## src/rtl/pcve_pkg.sv

```systemverilog
package pcve_pkg;

  localparam int WordW   = 32;
  localparam int CoordW  = 16;
  localparam int NumVert = 4;
  localparam int CountW  = 3;
  localparam int NvpW    = 4;

  localparam logic [7:0] OP_CLASS_MASK = 8'hE0;
  localparam logic [7:0] OP_CLASS_POLY = 8'h20;
  localparam logic [7:0] OP_TEXTURED   = 8'h04;
  localparam logic [7:0] OP_QUAD       = 8'h08;
  localparam logic [7:0] OP_GOURAUD    = 8'h10;

  localparam logic [CountW-1:0] TRI_VERTS  = 3'd3;
  localparam logic [CountW-1:0] QUAD_VERTS = 3'd4;
  localparam logic [NvpW-1:0]   FIRST_VERT_POS = 4'd2;

  typedef struct packed {
    logic                             known;
    logic                             quad;
    logic [CountW-1:0]                count;
    logic [NumVert-1:0][CoordW-1:0]   vx;
    logic [NumVert-1:0][CoordW-1:0]   vy;
  } pcve_result_t;

endpackage

```

## src/rtl/pcve_if.sv

```systemverilog
interface pcve_word_if;
  logic        valid;
  logic        ready;
  logic [31:0] packet_word;
  logic        word_last;

  modport source (output valid, output packet_word, output word_last, input ready);
  modport sink (input valid, input packet_word, input word_last, output ready);
endinterface

interface pcve_result_if;
  logic               valid;
  logic               ready;
  logic               geometry_known;
  logic               is_quad;
  logic [2:0]         vertex_count;
  logic signed [15:0] vert0_x;
  logic signed [15:0] vert0_y;
  logic signed [15:0] vert1_x;
  logic signed [15:0] vert1_y;
  logic signed [15:0] vert2_x;
  logic signed [15:0] vert2_y;
  logic signed [15:0] vert3_x;
  logic signed [15:0] vert3_y;

  modport source (
    output valid, output geometry_known, output is_quad, output vertex_count,
    output vert0_x, output vert0_y, output vert1_x, output vert1_y,
    output vert2_x, output vert2_y, output vert3_x, output vert3_y,
    input ready
  );
  modport sink (
    input valid, input geometry_known, input is_quad, input vertex_count,
    input vert0_x, input vert0_y, input vert1_x, input vert1_y,
    input vert2_x, input vert2_y, input vert3_x, input vert3_y,
    output ready
  );
endinterface

```

## src/rtl/pcve_parse.sv

```systemverilog
module pcve_parse
  import pcve_pkg::*;
#(
  parameter int MAX_WORDS = 13
) (
  input  logic          clk,
  input  logic          rst,
  pcve_word_if.sink     words,
  output pcve_result_t  res,
  output logic          res_valid,
  input  logic          res_ready
);

  localparam int PosW = $clog2(MAX_WORDS + 1);
  localparam logic [PosW-1:0] MaxPos = PosW'(MAX_WORDS);

  // input register
  logic              in_valid;
  logic [WordW-1:0]  in_word;
  logic              in_last;
  logic              consume;

  // packet state
  logic [PosW-1:0]   word_position;
  logic              command_is_polygon;
  logic              flag_textured;
  logic              flag_quad;
  logic              flag_gouraud;
  logic [CountW-1:0] vertices_found;
  logic [NvpW-1:0]   next_vertex_position;
  logic [NumVert-1:0][WordW-1:0] vertex_coords;

  logic              active;
  logic              header;
  logic              capture;
  logic [CountW-1:0] needed;
  logic [CountW-1:0] found_next;
  logic [NvpW-1:0]   nvp_next;
  logic [7:0]        op;
  logic              known;
  logic [NumVert-1:0][WordW-1:0] vtx;

  assign consume     = in_valid && (!in_last || res_ready);
  assign words.ready = !in_valid || consume;

  always_ff @(posedge clk) begin
    if (rst) begin
      in_valid <= 1'b0;
    end else if (words.ready) begin
      in_valid <= words.valid;
    end
  end

  always_ff @(posedge clk) begin
    if (words.valid && words.ready) begin
      in_word <= words.packet_word;
      in_last <= words.word_last;
    end
  end

  always_comb begin
    op      = in_word[31:24];
    active  = word_position < MaxPos;
    header  = active && (word_position == PosW'(1));
    needed  = flag_quad ? QUAD_VERTS : TRI_VERTS;
    capture = active && (word_position >= PosW'(2)) && command_is_polygon &&
              (vertices_found < needed) &&
              (word_position == PosW'(next_vertex_position));
    nvp_next = next_vertex_position + NvpW'(1) + NvpW'(flag_textured) +
               NvpW'(flag_gouraud && ((vertices_found + CountW'(1)) < needed));
    found_next = capture ? vertices_found + CountW'(1) : vertices_found;
    for (int k = 0; k < NumVert; k++) begin
      vtx[k] = (capture && (vertices_found[1:0] == 2'(k))) ? in_word : vertex_coords[k];
    end
    known = command_is_polygon && (found_next == needed);
  end

  always_ff @(posedge clk) begin
    if (rst) begin
      word_position        <= '0;
      command_is_polygon   <= 1'b0;
      flag_textured        <= 1'b0;
      flag_quad            <= 1'b0;
      flag_gouraud         <= 1'b0;
      vertices_found       <= '0;
      next_vertex_position <= FIRST_VERT_POS;
    end else if (consume) begin
      if (in_last) begin
        // start over for the next packet
        word_position        <= '0;
        command_is_polygon   <= 1'b0;
        flag_textured        <= 1'b0;
        flag_quad            <= 1'b0;
        flag_gouraud         <= 1'b0;
        vertices_found       <= '0;
        next_vertex_position <= FIRST_VERT_POS;
      end else begin
        if (active) begin
          word_position <= word_position + PosW'(1);
        end
        if (header) begin
          command_is_polygon <= (op & OP_CLASS_MASK) == OP_CLASS_POLY;
          flag_textured      <= (op & OP_TEXTURED) != 8'h00;
          flag_quad          <= (op & OP_QUAD) != 8'h00;
          flag_gouraud       <= (op & OP_GOURAUD) != 8'h00;
        end
        if (capture) begin
          vertices_found       <= found_next;
          next_vertex_position <= nvp_next;
        end
      end
    end
  end

  // coordinates are only read back once every needed slot is written
  always_ff @(posedge clk) begin
    if (consume && capture) begin
      vertex_coords[vertices_found[1:0]] <= in_word;
    end
  end

  assign res_valid = in_valid && in_last;

  always_comb begin
    res = '0;
    if (known) begin
      res.known = 1'b1;
      res.quad  = flag_quad;
      res.count = needed;
      for (int k = 0; k < NumVert; k++) begin
        res.vx[k] = vtx[k][CoordW-1:0];
        res.vy[k] = vtx[k][WordW-1:CoordW];
      end
      if (!flag_quad) begin
        res.vx[NumVert-1] = '0;
        res.vy[NumVert-1] = '0;
      end
    end
  end

endmodule

```

## src/rtl/pcve_out_reg.sv

```systemverilog
module pcve_out_reg
  import pcve_pkg::*;
(
  input  logic          clk,
  input  logic          rst,
  input  pcve_result_t  res,
  input  logic          res_valid,
  output logic          res_ready,
  pcve_result_if.source result
);

  logic         out_valid;
  pcve_result_t out_data;

  assign res_ready = !out_valid || result.ready;

  always_ff @(posedge clk) begin
    if (rst) begin
      out_valid <= 1'b0;
    end else if (res_ready) begin
      out_valid <= res_valid;
    end
  end

  always_ff @(posedge clk) begin
    if (res_valid && res_ready) begin
      out_data <= res;
    end
  end

  assign result.valid          = out_valid;
  assign result.geometry_known = out_data.known;
  assign result.is_quad        = out_data.quad;
  assign result.vertex_count   = out_data.count;
  assign result.vert0_x        = $signed(out_data.vx[0]);
  assign result.vert0_y        = $signed(out_data.vy[0]);
  assign result.vert1_x        = $signed(out_data.vx[1]);
  assign result.vert1_y        = $signed(out_data.vy[1]);
  assign result.vert2_x        = $signed(out_data.vx[2]);
  assign result.vert2_y        = $signed(out_data.vy[2]);
  assign result.vert3_x        = $signed(out_data.vx[3]);
  assign result.vert3_y        = $signed(out_data.vy[3]);

endmodule

```

## src/rtl/polygon_command_vertex_extract.sv

```systemverilog
// A packet's result is formed from its last word in the word register and is then held in the result register.
// Throughput: one word per cycle; the word register and the result register
// keep words flowing while a finished result waits to be taken.
// A stalled result blocks only the following packet's last word.
// Reset (rst, synchronous) empties both registers and returns to a packet start.
module polygon_command_vertex_extract
  import pcve_pkg::*;
#(
  parameter int MAX_WORDS = 13
) (
  input  logic          clk,
  input  logic          rst,
  pcve_word_if.sink     words,
  pcve_result_if.source result
);

  pcve_result_t res;
  logic         res_valid;
  logic         res_ready;

  pcve_parse #(
    .MAX_WORDS(MAX_WORDS)
  ) u_parse (
    .clk       (clk),
    .rst       (rst),
    .words     (words),
    .res       (res),
    .res_valid (res_valid),
    .res_ready (res_ready)
  );

  pcve_out_reg u_out (
    .clk       (clk),
    .rst       (rst),
    .res       (res),
    .res_valid (res_valid),
    .res_ready (res_ready),
    .result    (result)
  );

`ifndef SYNTHESIS
  a_result_lands: assert property (@(posedge clk) disable iff (rst)
    res_valid && res_ready |=> result.valid)
    else $error("request handed to output register was lost");

  a_known_count: assert property (@(posedge clk) disable iff (rst)
    result.valid && result.geometry_known |->
      (result.vertex_count == TRI_VERTS) || (result.vertex_count == QUAD_VERTS))
    else $error("known geometry with bad vertex count");

  a_unknown_zero: assert property (@(posedge clk) disable iff (rst)
    result.valid && !result.geometry_known |->
      (result.vertex_count == 3'd0) && !result.is_quad && (result.vert0_x == 16'sd0))
    else $error("unknown geometry with nonzero fields");

  a_quad_count: assert property (@(posedge clk) disable iff (rst)
    result.valid && result.is_quad |-> result.vertex_count == QUAD_VERTS)
    else $error("quad result without four vertices");
`endif

endmodule

```

## src/flat_wrapper.sv

```systemverilog
// flat-port wrapper written by rule: the top's interface ports become plain ports
module polygon_command_vertex_extract_flat import pcve_pkg::*;
#(
  parameter int MAX_WORDS = 13
)
  (clk, rst, words_valid, words_packet_word, words_word_last, words_ready, result_valid, result_geometry_known, result_is_quad, result_vertex_count, result_vert0_x, result_vert0_y, result_vert1_x, result_vert1_y, result_vert2_x, result_vert2_y, result_vert3_x, result_vert3_y, result_ready);
  pcve_word_if words_i ();
  pcve_result_if result_i ();
  input  logic clk;
  input  logic rst;
  input wire logic [$bits(words_i.valid)-1:0] words_valid;
  input wire logic [$bits(words_i.packet_word)-1:0] words_packet_word;
  input wire logic [$bits(words_i.word_last)-1:0] words_word_last;
  output wire logic [$bits(words_i.ready)-1:0] words_ready;
  output wire logic [$bits(result_i.valid)-1:0] result_valid;
  output wire logic [$bits(result_i.geometry_known)-1:0] result_geometry_known;
  output wire logic [$bits(result_i.is_quad)-1:0] result_is_quad;
  output wire logic [$bits(result_i.vertex_count)-1:0] result_vertex_count;
  output wire logic [$bits(result_i.vert0_x)-1:0] result_vert0_x;
  output wire logic [$bits(result_i.vert0_y)-1:0] result_vert0_y;
  output wire logic [$bits(result_i.vert1_x)-1:0] result_vert1_x;
  output wire logic [$bits(result_i.vert1_y)-1:0] result_vert1_y;
  output wire logic [$bits(result_i.vert2_x)-1:0] result_vert2_x;
  output wire logic [$bits(result_i.vert2_y)-1:0] result_vert2_y;
  output wire logic [$bits(result_i.vert3_x)-1:0] result_vert3_x;
  output wire logic [$bits(result_i.vert3_y)-1:0] result_vert3_y;
  input wire logic [$bits(result_i.ready)-1:0] result_ready;
  assign words_i.valid = words_valid;
  assign words_i.packet_word = words_packet_word;
  assign words_i.word_last = words_word_last;
  assign words_ready = words_i.ready;
  assign result_valid = result_i.valid;
  assign result_geometry_known = result_i.geometry_known;
  assign result_is_quad = result_i.is_quad;
  assign result_vertex_count = result_i.vertex_count;
  assign result_vert0_x = result_i.vert0_x;
  assign result_vert0_y = result_i.vert0_y;
  assign result_vert1_x = result_i.vert1_x;
  assign result_vert1_y = result_i.vert1_y;
  assign result_vert2_x = result_i.vert2_x;
  assign result_vert2_y = result_i.vert2_y;
  assign result_vert3_x = result_i.vert3_x;
  assign result_vert3_y = result_i.vert3_y;
  assign result_i.ready = result_ready;
  polygon_command_vertex_extract #(.MAX_WORDS(MAX_WORDS)) u_core (.clk(clk), .rst(rst), .words(words_i), .result(result_i));
endmodule
```

## config.mk

```make
export PLATFORM = sky130hd
export DESIGN_NAME = polygon_command_vertex_extract_flat
export DESIGN_NICKNAME = d
export VERILOG_FILES = /design/src/rtl/pcve_pkg.sv /design/src/rtl/pcve_if.sv /design/src/rtl/pcve_parse.sv /design/src/rtl/pcve_out_reg.sv /design/src/rtl/polygon_command_vertex_extract.sv /design/src/flat_wrapper.sv
export SDC_FILE = /design/constraint.sdc
export NUM_CORES = 1
export LEC_CHECK = 0
export ABC_AREA = 0
export BUFFER_PORTS_ARGS = -buffer_cell sky130_fd_sc_hd__buf_2
export CAP_MARGIN = 20
export CORE_MARGIN = 5
export CORE_UTILIZATION = 54
export DETAILED_ROUTE_END_ITERATION = 16
export GPL_ROUTABILITY_DRIVEN = 0
export GPL_TIMING_DRIVEN = 0
export PLACE_DENSITY = 0.79
export SLEW_MARGIN = 40
export SYNTH_ARGS = -nofsm -noshare
export SYNTH_HDL_FRONTEND = slang
export SYNTH_SLANG_ARGS = --single-unit
```

## constraint.sdc

```tcl
create_clock -name clk -period 8.42 [get_ports clk]
set_input_delay 0.421 -clock clk [delete_from_list [all_inputs] [get_ports clk]]
set_output_delay 0.421 -clock clk [all_outputs]
set_load 0.005 [all_outputs]
```

# [Word-level counts from Yosys, hierarchy flattened]
# Cells that the tools add are included.
[totals] word_cells=101 mem_bits_ro=0 register_bits=311 latchBits=0 n_memories=0 ramBits=0
[op_classes] reduce_logical=31 mul=0 n_bitwise=0 shift=0 order_cmp=6 eq_ne=7 n_div=0 muxes=26 add_sub_neg=5
[op_table] operator="$mux W32" n=5
[op_table] operator="$mux W133" n=1
[op_table] operator="$bwmux W128" n=1
[op_table] operator="$demux W32 S2" n=1
[op_table] operator="$mux W16" n=2
[op_table] operator="$logic_and A1 B1 Y1" n=17
[op_table] operator="$mux W4" n=4
[op_table] operator="$mux W3" n=4
[op_table] operator="$add A4 B1 Y4" n=2
[op_table] operator="$add A4 B1 Y4 const B" n=2
[op_table] operator="$mux W1" n=8
[op_table] operator="$reduce_and A2 Y1" n=4
[op_table] operator="$lt A3 B3 Y1" n=2
[op_table] operator="$reduce_bool A2 Y1" n=3
[op_table] operator="$eq A2 B2 Y1 const B" n=2
[op_table] operator="$eq A4 B1 Y1 const B" n=1
[op_table] operator="$eq A4 B4 Y1" n=1
[op_table] operator="$ge A4 B2 Y1 const B" n=1
[op_table] operator="$lt A4 B4 Y1 const B" n=1
[op_table] operator="$add A3 B1 Y3 const B" n=1
[op_table] operator="$eq A3 B1 Y1 const B" n=1
[op_table] operator="$eq A3 B3 Y1" n=1
[op_table] operator="$logic_not A1 Y1" n=3
[op_table] operator="$logic_or A1 B1 Y1" n=3
[op_table] operator="other kinds (4)" n=4

# [Longest topological paths before layout]
[depth] word_depth=9 mapped_depth=14

# [Modules after synthesis]
# Synthesis repeated with hierarchy kept, for this count alone.
[unflattened] hier_cells=919 area_unflattened_um2=12857.3
[modules_own_cells] module="pcve_parse" seq_area_each_um2=5154.9 n_inst=1 area_each_um2=8808.4 cells_per_inst=781
[modules_own_cells] module="pcve_out_reg" seq_area_each_um2=4013.8 n_inst=1 area_each_um2=4048.9 cells_per_inst=138

# [Least setup slack after synthesis]
# Ideal clock, no wire load.
[synth_timing] path_type="register to register" startpoint="register u_core.u_parse.in_valid" endpoint="register u_core.u_parse.next_vertex_position[2]" arrival_time_ns=6.856 stages_incl_launch_ff=6 t_required_ns=8.296 path_slack_ns=1.441 cell_sequence="dfxtp_1 clkbuf_1 nand2_1 nor2_1 or2_2 nor2_1"
[synth_between] elab_chain_cells=2
[synth_rtl] element="start: declaration" line="pcve_parse.sv:18" text="logic in_valid;"
[synth_rtl] element="start signal: assignment" line="pcve_parse.sv:50" text="in_valid <= words.valid;"
[synth_rtl] element="$logic_and A1 B1 Y1" line="pcve_parse.sv:43" text="assign consume = in_valid && (!in_last || res_ready);"
[synth_rtl] element="$reduce_and A2 Y1 (no line)"
[synth_rtl] element="end signal: assignment" line="pcve_parse.sv:109" text="next_vertex_position <= nvp_next;"
[synth_rtl] element="end: declaration" line="pcve_parse.sv:30" text="logic [NvpW-1:0] next_vertex_position;"
# No other way between the ends.
# A chain may end at the register's enable or synchronous reset.

# [Worst setup path after layout]
[layout_timing] startpoint="register u_core.u_parse.word_position[0]" endpoint="register u_core.u_out.out_data, in the netlist u_core.u_out.result.vert1_y[1] (data pin)"
[layout_between] elab_chain_cells=8 word_cells_on_any_way=12
[layout_rtl] element="start: declaration" line="pcve_parse.sv:24" text="logic [PosW-1:0] word_position;"
[layout_rtl] element="start signal: assignment" line="pcve_parse.sv:99" text="word_position <= word_position + PosW'(1);"
[layout_rtl] element="$lt A4 B4 Y1 / $ge A4 B2 Y1 (equally long branches)" line="pcve_parse.sv:63, pcve_parse.sv:66"
[layout_rtl] element="$logic_and A1 B1 Y1 (3 in a row)" line="pcve_parse.sv:66" text="capture = active && (word_position >= PosW'(2)) && command_is_polygon &&"
[layout_rtl] element="$logic_and A1 B1 Y1 (*)" line="pcve_parse.sv:67" text="(vertices_found < needed) &&"
[layout_rtl] element="$mux W3" line="pcve_parse.sv:71" text="found_next = capture ? vertices_found + CountW'(1) : vertices_found;"
[layout_rtl] element="$eq A3 B3 Y1" line="pcve_parse.sv:75" text="known = command_is_polygon && (found_next == needed);"
[layout_rtl] element="$logic_and A1 B1 Y1" line="pcve_parse.sv:75"
[layout_rtl] element="end signal: assignment" line="pcve_out_reg.sv:27" text="out_data <= res;"
[layout_rtl] element="end: declaration" line="pcve_out_reg.sv:13" text="pcve_result_t out_data;"
# Mark *: on every way between the ends. The rest lies on a longest branch, timed or not.

==> flow_metrics.tcl <==
set metrics [dict create \
    cts_setup_buffers 0 \
    design.die.area_sq_mm 0.0258 \
    r2r_start "u_core.u_parse.word_position[0]" \
    drtPass1Iterations 5 \
    route.detailed.drc 0 \
    p_per_area_mw_per_mm2 208 \
    drive_gt1_frac 0.276 \
    synth.largest_area_cell "edfxtp_1" \
    vias 7378 \
    final_util 0.657 \
    status "complete, no violations" \
    cts-root-buf "clkbuf_16" \
    ys_ff_latch 309 \
    end_kind "register" \
    core.rowCount 55 \
    path_clk_slew_ns 0.06 \
    num_antenna_cells 0 \
    port_buffers 171 \
    viasPerCell 5.62 \
    initial_utilization 0.544 \
    synth.distinct_cells 52 \
    ant_nets 0 \
    mappedNetlistNets 838 \
    grt_setup_unrepaired "false" \
    synth_area_sq_mm 0.0122 \
    grt_overflow 0 \
    cts_sinks 309 \
    cts_max_level 1 \
    min_from "words_packet_word[16]" \
    fin_ws_ns 5.00 \
    synth_commonest_cells "292 x edfxtp_1, 139 x a21oi_1, 98 x mux2i_1" \
    synth_most_common_cell "edfxtp_1" \
    timing.final.crit_share 0.406 \
    num_io_pins 172 \
    drv_slew 0 \
    drv_cap 0 \
    final_net_count 1057 \
    final.setup.tns_ns 0 \
    cp_max_fo 10 \
    final_hold_viol_count 0 \
    worstPathArrival_ns 3.66 \
    die_y_microns 161 \
    required_ns 8.66 \
    skew_ns 0.0165 \
    syn_avg_cell_area_sq_um 15.6 \
    drt_iter0_drc 626 \
    post-place-ws_ns 5.06 \
    area_growth_pct 20.8 \
    setup_violations 0 \
    grt_usage 0.210 \
    routed_wl_microns 27500 \
    path_class "reg -> reg" \
    slew_headroom 0.544 \
    synth_area_leaders "edfxtp_1 72%, mux2i_1 8.0%, a21oi_1 5.7%" \
    die_w_microns 161 \
    fin_crit_ns 3.42 \
    ys_seq_area_frac 0.745 \
    clockBufferDepth 3 \
    grt_pass1_vias 7529 \
    cp-start-kind "register" \
    synth-edff-count 292 \
    synth_flop_cell "edfxtp_1" \
    insertion_delay_ns 0.55 \
    worstHoldPathType "in -> reg" \
    yosysTopAreaCellShare 0.717 \
    p_total_uw 3070 \
    synth_warnings 0 \
    synthArstFlopShare 0 \
    critPathLaunch "u_core.u_parse.word_position[0]" \
    core-area_sq_mm 0.0225 \
    numCtsBuffers 30 \
    syn-instance-count 785 \
    p_leak_uw 0.00601 \
    max_freq_mhz 292 \
    tritoncts "built" \
    hold_buffers 0 \
    peakVddDrop_mv 0.131 \
    worst_slew_pin_slew_ns 0.683 \
    grt_antenna_before_repair 0 \
    grt_start_max_net_pins 24 \
    dp_hpwl_microns 18500 \
    ctsResizeCount 0 \
    grt_pass1_wl_microns 42400 \
    routedWlPerCell_microns 21.0 \
    hold_ws_ns 0.0405 \
]
[kinds of logic (layout without fill, tap and decap cells)]
group                    after synthesis  in the layout  share of synthesized area
AND/OR/NAND/NOR                      133            133                     0.0541
adder cells (fa/ha/maj)               16             16                     0.0170
flip-flops                           309            309                      0.745
multiplexers                          98             98                     0.0802
AO/OA/AOI/OAI                        161            161                     0.0732
buffers and inverters                 60            303                     0.0253
XOR/XNOR                               8              8                    0.00573
[worst max-delay path, stage by stage, from the launching register on]
cell and delay (ns):
dfxtp_1 0.47, inv_1 0.12, ha_1 0.23, nor4_2 0.39, nor3_4 0.11, nand4_2 0.23
o22ai_2 0.15, o211ai_2 0.56, clkbuf_1 0.59, a21oi_1 0.25
[metrics by stage]
step | std cells | cell area (sq um)
after floorplan | 785 | 12200
after global placement | 1241 | 13400
after detailed placement | 1257 | 13800
after CTS | 1313 | 14800
after global routing | 1313 | 14800
final | 1313 | 14800
[report_power, final]
part	total [uW]	switching [uW]	internal, uW
clock	1280	542	733
sequential	1730	26.6	1700
combinational	64.8	36.4	28.4
[layout by cell type, fill, tap and decap left out, types with 4 or more instances in the layout]
cell type  instances
edfxtp_1         292
buf_2            187
a21oi_1          139
mux2i_1           98
nand2_1           73
clkbuf_1          30
clkbuf_16         30
dfxtp_1           17
ha_1              15
buf_4             13
nor2_1            12
inv_1             11
buf_16             8
buf_8              8
xor2_1             7
nor2_4             5
clkinv_2           5
nand2b_1           4
nand4_1            4
nor3b_1            4
[sequential cells by signal, summed over array words and instances (netlist names), 3 cells and up]
signal                               count
u_core.u_out.result.vert0_x             16
u_core.u_out.result.vert0_y             16
u_core.u_out.result.vert1_x             16
u_core.u_out.result.vert1_y             16
u_core.u_out.result.vert2_x             16
u_core.u_out.result.vert2_y             16
u_core.u_out.result.vert3_x             16
u_core.u_out.result.vert3_y             16
u_core.u_parse.in_word                  32
u_core.u_parse.next_vertex_position      4
u_core.u_parse.vertex_coords           128
u_core.u_parse.vertices_found            3
u_core.u_parse.word_position             4
[metal layers]
| metal | track usage | up-vias | part of all wire |
|---|---|---|---|
| li1 | - | 3403 | - |
| met1 | 0.289 | 3615 | 0.41 |
| met2 | 0.350 | 318 | 0.49 |
| met3 | 0.0362 | 42 | 0.075 |
| met4 | 0.0587 | 0 | 0.022 |
| met5 | 0 | - | 0 |
[path summary, 6_finish.rpt]
path	endpoint	slack, ns	depth (start not counted)
worst max register to register	u_core.u_out.result.vert1_y[1]	5.00	9
worst min register to register	u_core.u_parse.flag_textured	0.49	2
worst min-delay path	u_core.u_parse.in_word[16]	0.04	1
worst max-delay path	u_core.u_out.result.vert1_y[1]	5.00	9
[area by class of cell]
type | instances | area, sq um
inverter | 12 | 45.0
clock inverter | 12 | 129
multi-input combinational | 416 | 2870
tap | 285 | 357
timing repair buffer | 187 | 1200
clock buffer | 44 | 813
buffer | 48 | 264
sequential | 309 | 9110
fill | 1571 | 7720
Note: power is estimated with default switching activity, not from simulation.
